<file path="config.mk">
export PLATFORM = sky130hd
export DESIGN_NAME = sbus_frame_decoder_core
export DESIGN_NICKNAME = d
export VERILOG_FILES = /design/src/sbfd_pkg.sv /design/src/sbfd_front.sv /design/src/sbfd_frame_queue.sv /design/src/sbfd_unpack.sv /design/src/sbus_frame_decoder_core.sv
export SDC_FILE = /design/constraint.sdc
export NUM_CORES = 1
export LEC_CHECK = 0
export CAP_MARGIN = 20
export CORE_MARGIN = 3
export CORE_UTILIZATION = 29
export CTS_BUF_LIST = sky130_fd_sc_hd__clkbuf_8
export CTS_CLUSTER_SIZE = 25
export DETAILED_ROUTE_END_ITERATION = 8
export DONT_BUFFER_PORTS = 1
export GPL_ROUTABILITY_DRIVEN = 0
export GPL_TIMING_DRIVEN = 0
export PLACE_DENSITY_LB_ADDON = 0.05
export SYNTH_ARGS = -nofsm -noshare
export SYNTH_HDL_FRONTEND = slang
export SYNTH_HIERARCHICAL = 1
export SYNTH_SLANG_ARGS = --single-unit
</file>
<file path="constraint.sdc">
create_clock -name clock -period 13.2 [get_ports clock]
set_input_delay 0.66 -clock clock [delete_from_list [all_inputs] [get_ports clock]]
set_output_delay 0.66 -clock clock [all_outputs]
set_load 0.02 [all_outputs]
</file>
<file path="src/sbfd_pkg.sv">
`timescale 1ns / 1ps
// ----------------------------------------------------------------------------
// sbfd_pkg: shared definitions for the serial bus frame decoder
// Frame geometry, register codes and the records passed between the front
// end, the frame queue and the channel unpacker.
// ----------------------------------------------------------------------------
package sbfd_pkg;

   localparam int WIN_LEN      = 25;                    // bytes in one frame
   localparam int SEEN_W       = $clog2(WIN_LEN + 1);   // saturating byte count
   localparam int BYTE_W       = 8;
   localparam int NUM_CH       = 16;                    // proportional channels
   localparam int CH_IDX_W     = $clog2(NUM_CH);
   localparam int CHAN_BITS    = 11;
   localparam int STREAM_BITS  = NUM_CH * CHAN_BITS;    // packed channel bits
   localparam int STREAM_BYTES = STREAM_BITS / BYTE_W;  // bytes 1 .. 22
   localparam int FLAG_BYTE    = STREAM_BYTES + 1;      // byte carrying the flags
   localparam int FLAG_W       = 4;

   localparam int FQ_DEPTH     = 2;                     // decoded frames in flight
   localparam int FQ_PTR_W     = (FQ_DEPTH > 1) ? $clog2(FQ_DEPTH) : 1;
   localparam int FQ_CNT_W     = $clog2(FQ_DEPTH + 1);

   localparam int CSR_IDX_W    = 1;
   localparam logic [BYTE_W-1:0] START_MARKER_RESET = 8'h0F;
   localparam logic [BYTE_W-1:0] END_MARKER_RESET   = 8'h00;

   typedef enum logic [CSR_IDX_W-1:0] {
      CSR_START_MARKER = 1'b0,
      CSR_END_MARKER   = 1'b1
   } csr_index_type;

   // Flag bit positions within byte 23.
   localparam int FLAG_DIGITAL_FIRST  = 0;
   localparam int FLAG_DIGITAL_SECOND = 1;
   localparam int FLAG_FRAME_LOST     = 2;
   localparam int FLAG_FAILSAFE       = 3;

   typedef struct packed {
      logic [STREAM_BITS-1:0] stream;  // channel 0 in the low bits
      logic [FLAG_W-1:0]      flags;
   } frame_type;

   typedef struct packed {
      logic [CH_IDX_W-1:0]  channel_index;
      logic [CHAN_BITS-1:0] channel_value;
      logic [FLAG_W-1:0]    flags;
      logic                 last_of_frame;
   } result_type;

endpackage

</file>
<file path="src/sbfd_front.sv">
`timescale 1ns / 1ps
// ----------------------------------------------------------------------------
// sbfd_front: byte window and frame match
// Shifts received bytes into a 25-byte window, keeps the marker registers and
// hands every matching frame to the frame queue in the same cycle.
// ----------------------------------------------------------------------------
module sbfd_front (
   input  logic                             clock,
   input  logic                             reset,
   input  logic                             byte_accept_i,
   input  logic [sbfd_pkg::BYTE_W-1:0]      rx_byte_i,
   input  logic                             csr_wr_en_i,
   input  logic [sbfd_pkg::CSR_IDX_W-1:0]   csr_index_i,
   input  logic [sbfd_pkg::BYTE_W-1:0]      csr_data_i,
   output logic                             frame_push_o,
   output sbfd_pkg::frame_type              frame_o
);

   logic [sbfd_pkg::BYTE_W-1:0] window_ff [sbfd_pkg::WIN_LEN];
   logic [sbfd_pkg::SEEN_W-1:0] seen_ff;
   logic [sbfd_pkg::SEEN_W-1:0] seen_in;
   logic [sbfd_pkg::BYTE_W-1:0] start_marker_ff;
   logic [sbfd_pkg::BYTE_W-1:0] end_marker_ff;
   logic                        window_full;

   // The window holds no reset; the byte count guards every read of it.
   always_ff @(posedge clock) begin
      if (byte_accept_i) begin
         for (int i = 0; i < sbfd_pkg::WIN_LEN - 1; i++) begin
            window_ff[i] <= window_ff[i+1];
         end
         window_ff[sbfd_pkg::WIN_LEN-1] <= rx_byte_i;
      end
   end

   always_comb begin
      seen_in = seen_ff;
      if (byte_accept_i && (seen_ff != sbfd_pkg::SEEN_W'(sbfd_pkg::WIN_LEN))) begin
         seen_in = seen_ff + sbfd_pkg::SEEN_W'(1);
      end
   end

   always_ff @(posedge clock) begin
      if (reset) begin
         seen_ff         <= '0;
         start_marker_ff <= sbfd_pkg::START_MARKER_RESET;
         end_marker_ff   <= sbfd_pkg::END_MARKER_RESET;
      end else begin
         seen_ff <= seen_in;
         if (csr_wr_en_i) begin
            unique case (csr_index_i)
               sbfd_pkg::CSR_START_MARKER: start_marker_ff <= csr_data_i;
               sbfd_pkg::CSR_END_MARKER:   end_marker_ff   <= csr_data_i;
               default: ;
            endcase
         end
      end
   end

   // The match looks at the window as it will be after this byte shifts in:
   // the new oldest byte is the current entry 1.
   assign window_full  = (seen_ff >= sbfd_pkg::SEEN_W'(sbfd_pkg::WIN_LEN - 1));
   assign frame_push_o = byte_accept_i && window_full &&
                         (window_ff[1] == start_marker_ff) &&
                         (rx_byte_i == end_marker_ff);

   always_comb begin
      for (int i = 0; i < sbfd_pkg::STREAM_BYTES; i++) begin
         frame_o.stream[i*sbfd_pkg::BYTE_W +: sbfd_pkg::BYTE_W] = window_ff[i+2];
      end
      frame_o.flags = window_ff[sbfd_pkg::FLAG_BYTE+1][sbfd_pkg::FLAG_W-1:0];
   end

endmodule

</file>
<file path="src/sbfd_frame_queue.sv">
`timescale 1ns / 1ps
// ----------------------------------------------------------------------------
// sbfd_frame_queue: queue of decoded frames
// Holds matched frames between the front end and the channel unpacker.
// ----------------------------------------------------------------------------
module sbfd_frame_queue (
   input  logic                clock,
   input  logic                reset,
   input  logic                push_i,
   input  sbfd_pkg::frame_type push_frame_i,
   output logic                full_o,
   input  logic                pop_i,
   output logic                valid_o,
   output sbfd_pkg::frame_type head_o
);

   sbfd_pkg::frame_type              entry_ff [sbfd_pkg::FQ_DEPTH];
   logic [sbfd_pkg::FQ_PTR_W-1:0]    wr_ptr_ff;
   logic [sbfd_pkg::FQ_PTR_W-1:0]    rd_ptr_ff;
   logic [sbfd_pkg::FQ_CNT_W-1:0]    count_ff;

   function automatic logic [sbfd_pkg::FQ_PTR_W-1:0] next_ptr(
      input logic [sbfd_pkg::FQ_PTR_W-1:0] ptr);
      if (ptr == sbfd_pkg::FQ_PTR_W'(sbfd_pkg::FQ_DEPTH - 1)) begin
         return '0;
      end
      return ptr + sbfd_pkg::FQ_PTR_W'(1);
   endfunction

   assign full_o  = (count_ff == sbfd_pkg::FQ_CNT_W'(sbfd_pkg::FQ_DEPTH));
   assign valid_o = (count_ff != '0);
   assign head_o  = entry_ff[rd_ptr_ff];

   always_ff @(posedge clock) begin
      if (push_i) begin
         entry_ff[wr_ptr_ff] <= push_frame_i;
      end
   end

   always_ff @(posedge clock) begin
      if (reset) begin
         wr_ptr_ff <= '0;
         rd_ptr_ff <= '0;
         count_ff  <= '0;
      end else begin
         if (push_i) begin
            wr_ptr_ff <= next_ptr(wr_ptr_ff);
         end
         if (pop_i) begin
            rd_ptr_ff <= next_ptr(rd_ptr_ff);
         end
         if (push_i && !pop_i) begin
            count_ff <= count_ff + sbfd_pkg::FQ_CNT_W'(1);
         end else if (pop_i && !push_i) begin
            count_ff <= count_ff - sbfd_pkg::FQ_CNT_W'(1);
         end
      end
   end

   // Occupancy never passes the depth.
   assert property (@(posedge clock) disable iff (reset)
      count_ff <= sbfd_pkg::FQ_CNT_W'(sbfd_pkg::FQ_DEPTH))
      else $error("frame queue count above depth");

   // The unpacker only takes a frame that is there.
   assert property (@(posedge clock) disable iff (reset)
      pop_i |-> valid_o)
      else $error("frame queue popped while empty");

endmodule

</file>
<file path="src/sbfd_unpack.sv">
`timescale 1ns / 1ps
// ----------------------------------------------------------------------------
// sbfd_unpack: channel unpacker
// Takes one frame at a time from the queue and emits its sixteen channels,
// one per cycle while the output is not stalled, through an output register.
// ----------------------------------------------------------------------------
module sbfd_unpack (
   input  logic                 clock,
   input  logic                 reset,
   input  logic                 frame_valid_i,
   input  sbfd_pkg::frame_type  frame_i,
   output logic                 frame_pop_o,
   output logic                 result_valid_o,
   output sbfd_pkg::result_type result_o,
   input  logic                 result_pop_i
);

   logic                              busy_ff;
   logic                              busy_in;
   logic [sbfd_pkg::CH_IDX_W-1:0]     chan_ff;
   logic [sbfd_pkg::CH_IDX_W-1:0]     chan_in;
   logic [sbfd_pkg::STREAM_BITS-1:0]  stream_ff;
   logic [sbfd_pkg::STREAM_BITS-1:0]  stream_in;
   logic [sbfd_pkg::FLAG_W-1:0]       flags_ff;
   logic                              out_valid_ff;
   logic                              out_valid_in;
   sbfd_pkg::result_type              out_ff;
   logic                              advance;
   logic                              emit;
   logic                              last_chan;
   logic                              load;

   assign advance   = !out_valid_ff || result_pop_i;
   assign emit      = advance && busy_ff;
   assign last_chan = (chan_ff == sbfd_pkg::CH_IDX_W'(sbfd_pkg::NUM_CH - 1));
   // A new frame follows the last channel of the previous one without a gap.
   assign load      = frame_valid_i && (!busy_ff || (emit && last_chan));

   always_comb begin
      busy_in      = busy_ff;
      chan_in      = chan_ff;
      stream_in    = stream_ff;
      out_valid_in = advance ? busy_ff : out_valid_ff;
      if (load) begin
         busy_in   = 1'b1;
         chan_in   = '0;
         stream_in = frame_i.stream;
      end else if (emit) begin
         busy_in   = !last_chan;
         chan_in   = chan_ff + sbfd_pkg::CH_IDX_W'(1);
         stream_in = stream_ff >> sbfd_pkg::CHAN_BITS;
      end
   end

   always_ff @(posedge clock) begin
      if (reset) begin
         busy_ff      <= 1'b0;
         chan_ff      <= '0;
         out_valid_ff <= 1'b0;
      end else begin
         busy_ff      <= busy_in;
         chan_ff      <= chan_in;
         out_valid_ff <= out_valid_in;
      end
   end

   always_ff @(posedge clock) begin
      stream_ff <= stream_in;
      if (load) begin
         flags_ff <= frame_i.flags;
      end
      if (emit) begin
         out_ff.channel_index <= chan_ff;
         out_ff.channel_value <= stream_ff[sbfd_pkg::CHAN_BITS-1:0];
         out_ff.flags         <= flags_ff;
         out_ff.last_of_frame <= last_chan;
      end
   end

   assign frame_pop_o    = load;
   assign result_valid_o = out_valid_ff;
   assign result_o       = out_ff;

   // The end-of-frame mark only ever rides on the last channel.
   assert property (@(posedge clock) disable iff (reset)
      (out_valid_ff && out_ff.last_of_frame) |->
         (out_ff.channel_index == sbfd_pkg::CH_IDX_W'(sbfd_pkg::NUM_CH - 1)))
      else $error("last_of_frame on a channel other than the last");

   // A stalled output freezes the channel walk.
   assert property (@(posedge clock) disable iff (reset)
      (busy_ff && out_valid_ff && !result_pop_i) |=> ($stable(chan_ff) && busy_ff))
      else $error("channel counter moved while output stalled");

endmodule

</file>
<file path="src/sbus_frame_decoder_core.sv">
`timescale 1ns / 1ps
// ----------------------------------------------------------------------------
// sbus_frame_decoder_core: serial bus frame decoder, 16 channels of 11 bits
// Slides received bytes through a 25-byte window, recognizes a frame by its
// start and end markers and unpacks sixteen channels with the frame flags.
// ----------------------------------------------------------------------------
//
//   Channel  Ports                          Direction  Transaction
//   -------  -----------------------------  ---------  ---------------------
//   req      req_push, req_full, req_*      in         push && !full, 1 byte
//   rsp      rsp_empty, rsp_pop, rsp_*      out        pop && !empty, 1 chan
//   csr      csr_wr_en, csr_index, csr_data in         wr_en, 1 marker write
//
// One byte is taken per cycle while req_full is low. A byte that completes a
// matching frame puts the frame into a two-entry frame queue; the unpacker
// walks a frame one channel per cycle while rsp is not stalled, so a frame
// costs 16 result transactions. req_full rises only while the frame queue
// holds two frames. A stalled rsp side holds the unpacker, never the byte
// window, until that queue fills. reset is synchronous; it clears the byte
// count and restores the markers.
//
// The front end compares the window as it will stand after the incoming
// byte, so the match and the frame capture happen in the cycle the byte is
// accepted. Bytes 1 to 22 form a 176-bit stream, least significant bit of
// byte 1 first; channel k is stream bits 11k to 11k+10. The unpacker shifts
// that stream right by eleven bits per result. The window keeps sliding after
// a match, so any later window that matches is decoded again.
// ----------------------------------------------------------------------------
module sbus_frame_decoder_core (
   input  logic                             clock,
   input  logic                             reset,
   // Byte input.
   input  logic                             req_push,
   output logic                             req_full,
   input  logic [sbfd_pkg::BYTE_W-1:0]      req_rx_byte,
   // Channel results.
   output logic                             rsp_empty,
   input  logic                             rsp_pop,
   output logic [sbfd_pkg::CH_IDX_W-1:0]    rsp_channel_index,
   output logic [sbfd_pkg::CHAN_BITS-1:0]   rsp_channel_value,
   output logic                             rsp_frame_lost,
   output logic                             rsp_failsafe,
   output logic                             rsp_digital_first,
   output logic                             rsp_digital_second,
   output logic                             rsp_last_of_frame,
   // Marker registers.
   input  logic                             csr_wr_en,
   input  logic [sbfd_pkg::CSR_IDX_W-1:0]   csr_index,
   input  logic [sbfd_pkg::BYTE_W-1:0]      csr_data
);

   logic                 byte_accept;
   logic                 frame_push;
   sbfd_pkg::frame_type  frame_in;
   logic                 fq_full;
   logic                 fq_valid;
   logic                 fq_pop;
   sbfd_pkg::frame_type  fq_head;
   logic                 result_valid;
   sbfd_pkg::result_type result;

   // Every byte may complete a frame, so bytes wait only on queue space.
   assign req_full    = fq_full;
   assign byte_accept = req_push && !fq_full;

   sbfd_front u_front (
      .clock         (clock),
      .reset         (reset),
      .byte_accept_i (byte_accept),
      .rx_byte_i     (req_rx_byte),
      .csr_wr_en_i   (csr_wr_en),
      .csr_index_i   (csr_index),
      .csr_data_i    (csr_data),
      .frame_push_o  (frame_push),
      .frame_o       (frame_in)
   );

   sbfd_frame_queue u_frame_queue (
      .clock        (clock),
      .reset        (reset),
      .push_i       (frame_push),
      .push_frame_i (frame_in),
      .full_o       (fq_full),
      .pop_i        (fq_pop),
      .valid_o      (fq_valid),
      .head_o       (fq_head)
   );

   sbfd_unpack u_unpack (
      .clock          (clock),
      .reset          (reset),
      .frame_valid_i  (fq_valid),
      .frame_i        (fq_head),
      .frame_pop_o    (fq_pop),
      .result_valid_o (result_valid),
      .result_o       (result),
      .result_pop_i   (rsp_pop && result_valid)
   );

   assign rsp_empty          = !result_valid;
   assign rsp_channel_index  = result.channel_index;
   assign rsp_channel_value  = result.channel_value;
   assign rsp_frame_lost     = result.flags[sbfd_pkg::FLAG_FRAME_LOST];
   assign rsp_failsafe       = result.flags[sbfd_pkg::FLAG_FAILSAFE];
   assign rsp_digital_first  = result.flags[sbfd_pkg::FLAG_DIGITAL_FIRST];
   assign rsp_digital_second = result.flags[sbfd_pkg::FLAG_DIGITAL_SECOND];
   assign rsp_last_of_frame  = result.last_of_frame;

endmodule
</file>
==> metrics.txt <==
Bufs and invs on worst path=7; Worst slew margin=53.37%; cell area after synthesis=30850 sq um; CTS Buffer Depth=3; # DRC=0; share of cells above drive strength 1=43.38%; critical path peak fanout=29; CP cell instances=nor2b_1 -> nor2b_4 -> buf_16 -> buf_12 -> buf_12 -> nand4_1 -> or4_1 -> nor4_2 -> nor2b_4 -> buf_16 -> buf_12 -> buf_12 -> buf_16; power per cell area=138.5 nW/um^2; WL per Instance=19.08 microns; initial antenna violation count=2; Worst Path Class, Setup=reg2reg; IO Pins=44; Post-Syn Nets=1538; Post-Synth Adder-Cell Area=0.2028%; Sw Pwr=1.076 mW; status=finished, final reports clean; worst endpoint data arrival time=5.04 ns; Yosys top cell by area=edfxtp_1; worst path required time=13.66 ns; IO Port Bufs=0; Root Buffer=clkbuf_8; CORE AREA=105400 sq um; most frequent cells after synthesis=edfxtp_1 (752), mux2_4 (250), buf_4 (180), mux2_2 (95), dfxtp_1 (32); area of the die=110300 sq um; largest cells by area after synthesis=edfxtp_1 (73%), mux2_4 (12%), buf_4 (4.4%); Synth top area share=73.20%; worst slew pin tran=0.6968 ns; post-layout net count=1735; share of total power in the clock network=42.7%; CP most frequent cell=buf_12; Post-DP HPWL=38670 microns; Seq/Total Area, Yosys=75.28%; Design Area, Final=36220 sq um; Sw Ratio=21.46%; YS warnings=6; Final Cycle Share=34.68%; worst slack, placed=8.400 ns; DRT iter0 DRCs=578; Worst-path clk slew=0.06 ns; slowest cell delay on critical path=0.61 ns; asr flop ratio synth=0%; Initial Util=29.26%; setup ws final=8.622 ns; first-pass GRT wire length=92370 microns; Overflow after GRT=0; RSZ-0062 raised after global routing=false; Resize count post-CTS=0; DP Area=33370 sq um; Post-synth EDFFs=752; Tmin final=4.578 ns; largest family of logic cells by synthesized area=multiplexers; startpoint type of the worst setup path=register; worst min path class=in2reg; gr usage total=11.29%; Synth Register Bits=784; clk sinks=784; VDD IR max=0.06047 mV; Synth Area in Simple Gates=1.549%; DR vias/cell=4.030; routed vias=12960; final hold viol count=0; Post-Synth XOR/XNOR Area=0.6530%; die height=332.2 microns; Crit. End Element=register; Int Pwr=3.940 mW; top_reg_cell synth=edfxtp_1; register share of total power=55.5%; row count=119; clock latency on the worst-skew pair=0.78 ns; Num CTS Buffers=144; First-pass DRT Iterations=4; Layout area overhead=17.41%; CTS tree=done; H-tree depth=4; leakage=13.03 nW; vias in the first global route=14209; WL final=61380 microns; Synth Area in Compound Gates=0.5719%; max frequency=218.5 MHz; largest net degree at the start of global routing=49; multiplexer area fraction after synthesis=15.67%; synthesized instance count=1511; Netlist cell types=36; Logic pwr share=1.7%; die extent in x=332.2 microns; Crit path max-delay family=simple AND/OR/NAND/NOR gates; DRT antenna net count=0; Avg Synthesized Cell Area=20.42 sq um; Worst path slowest cell=nor2b_4; fin. max-slew vios=0; clock skew=0.03967 ns; count leader, synth=edfxtp_1; # setup viols final=0; max_cap viols=0; Final Total Pwr=5.016 mW
[sequential cells by signal, indices dropped and copies added (netlist names), 2 cells and up, named ones only]
name and cells:
u_unpack/chan_ff 4, u_front/window_ff 192, u_unpack/stream_ff 176, u_frame_queue/entry_ff 360, u_unpack/result_o 20, u_frame_queue/count_ff 2, u_unpack/flags_ff 4, u_front/seen_ff 5
u_front/start_marker_ff 8, u_front/end_marker_ff 8
[final cells by class]
cell class                      count  area, sq um
Timing Repair Buffer               51        942.2
Buffer                            226         1841
Tap cell                         1391         1740
Multi-Input combinational cell    492         5776
Inverter                            9        33.78
Antenna cell                        4        10.01
Clock inverter                    106        549.3
Clock buffer                      153         2106
Sequential cell                   784        23220
Fill cell                       10029        69200
[power groups by stage]
stage | Sequential (mW) | Clock, mW | Combinational [mW]
2_1_floorplan | 2.82 | 0 | 0.0622
3_3_place_gp | 2.84 | 0 | 0.0738
3_5_place_dp | 2.84 | 0 | 0.0846
4_1_cts | 2.79 | 2.26 | 0.0901
5_1_grt | 2.79 | 2.38 | 0.0971
6_report | 2.79 | 2.14 | 0.0877
[cell families (layout without fill, tap and decap cells)]
family / count (synthesis) / in the layout
xor+xnor: 23 / 23
mux: 346 / 346
flops: 784 / 784
fa+ha+maj: 5 / 5
simple gates: 88 / 88
other cells: 0 / 4
compound gates: 30 / 30
buf+inv: 235 / 545
[cells in the final DEF, fill, tap and decap left out, types with 16 or more instances in the layout]
master and count:
edfxtp_1 752, mux2_4 250, buf_4 180, clkbuf_8 153, mux2_2 95, inv_1 51
clkinv_1 35, dfxtp_1 32, nand2_1 26, buf_12 23, a21oi_1 20, dlygate4sd3_1 17
xnor2_1 16
[final timing paths]
| kind | cells past startpoint | end | from | slack (ns) |
|---|---|---|---|---|
| max reg2reg | 13 | u_frame_queue/entry_ff[0][99] | u_frame_queue/count_ff[0] | 8.62 |
| max | 13 | u_frame_queue/entry_ff[0][99] | u_frame_queue/count_ff[0] | 8.62 |
| min reg2reg | 0 | u_front/window_ff[1][62] | u_front/window_ff[1][70] | 0.42 |
| min | 2 | u_unpack/chan_ff[1] | reset | 0.18 |
[repair_timing]
item | in CTS | in global routing
endpoints found under the hold margin | 31 | 0
hold buffers | 17 | 0
buffers inserted | 0 | 0
[layer usage]
metal | track usage (%) | vias to the layer above | part of all wire, %
met3 | 2.824 | 130 | 4.0
li1 | - | 6030 | -
met1 | 13.80 | 6590 | 43
met2 | 19.06 | 210 | 50
met4 | 4.636 | 0 | 2.7
met5 | 0 | - | 0
[through the flow]
step / setup TNS [ns] / cells / utilization (%) / hold WS [ns]
2_1_floorplan: 0 / 1511 / - / 0.4003
3_3_place_gp: -2397.06 / 2902 / 30.92 / 0.4061
3_5_place_dp: 0 / 2935 / 31.66 / 0.4056
4_1_cts: 0 / 3211 / 34.34 / 0.05477
5_1_grt: 0 / 3213 / 34.35 / 0.08547
6_report: 0 / 3216 / 34.36 / 0.1813
Note: power is estimated with default switching activity, not from simulation.
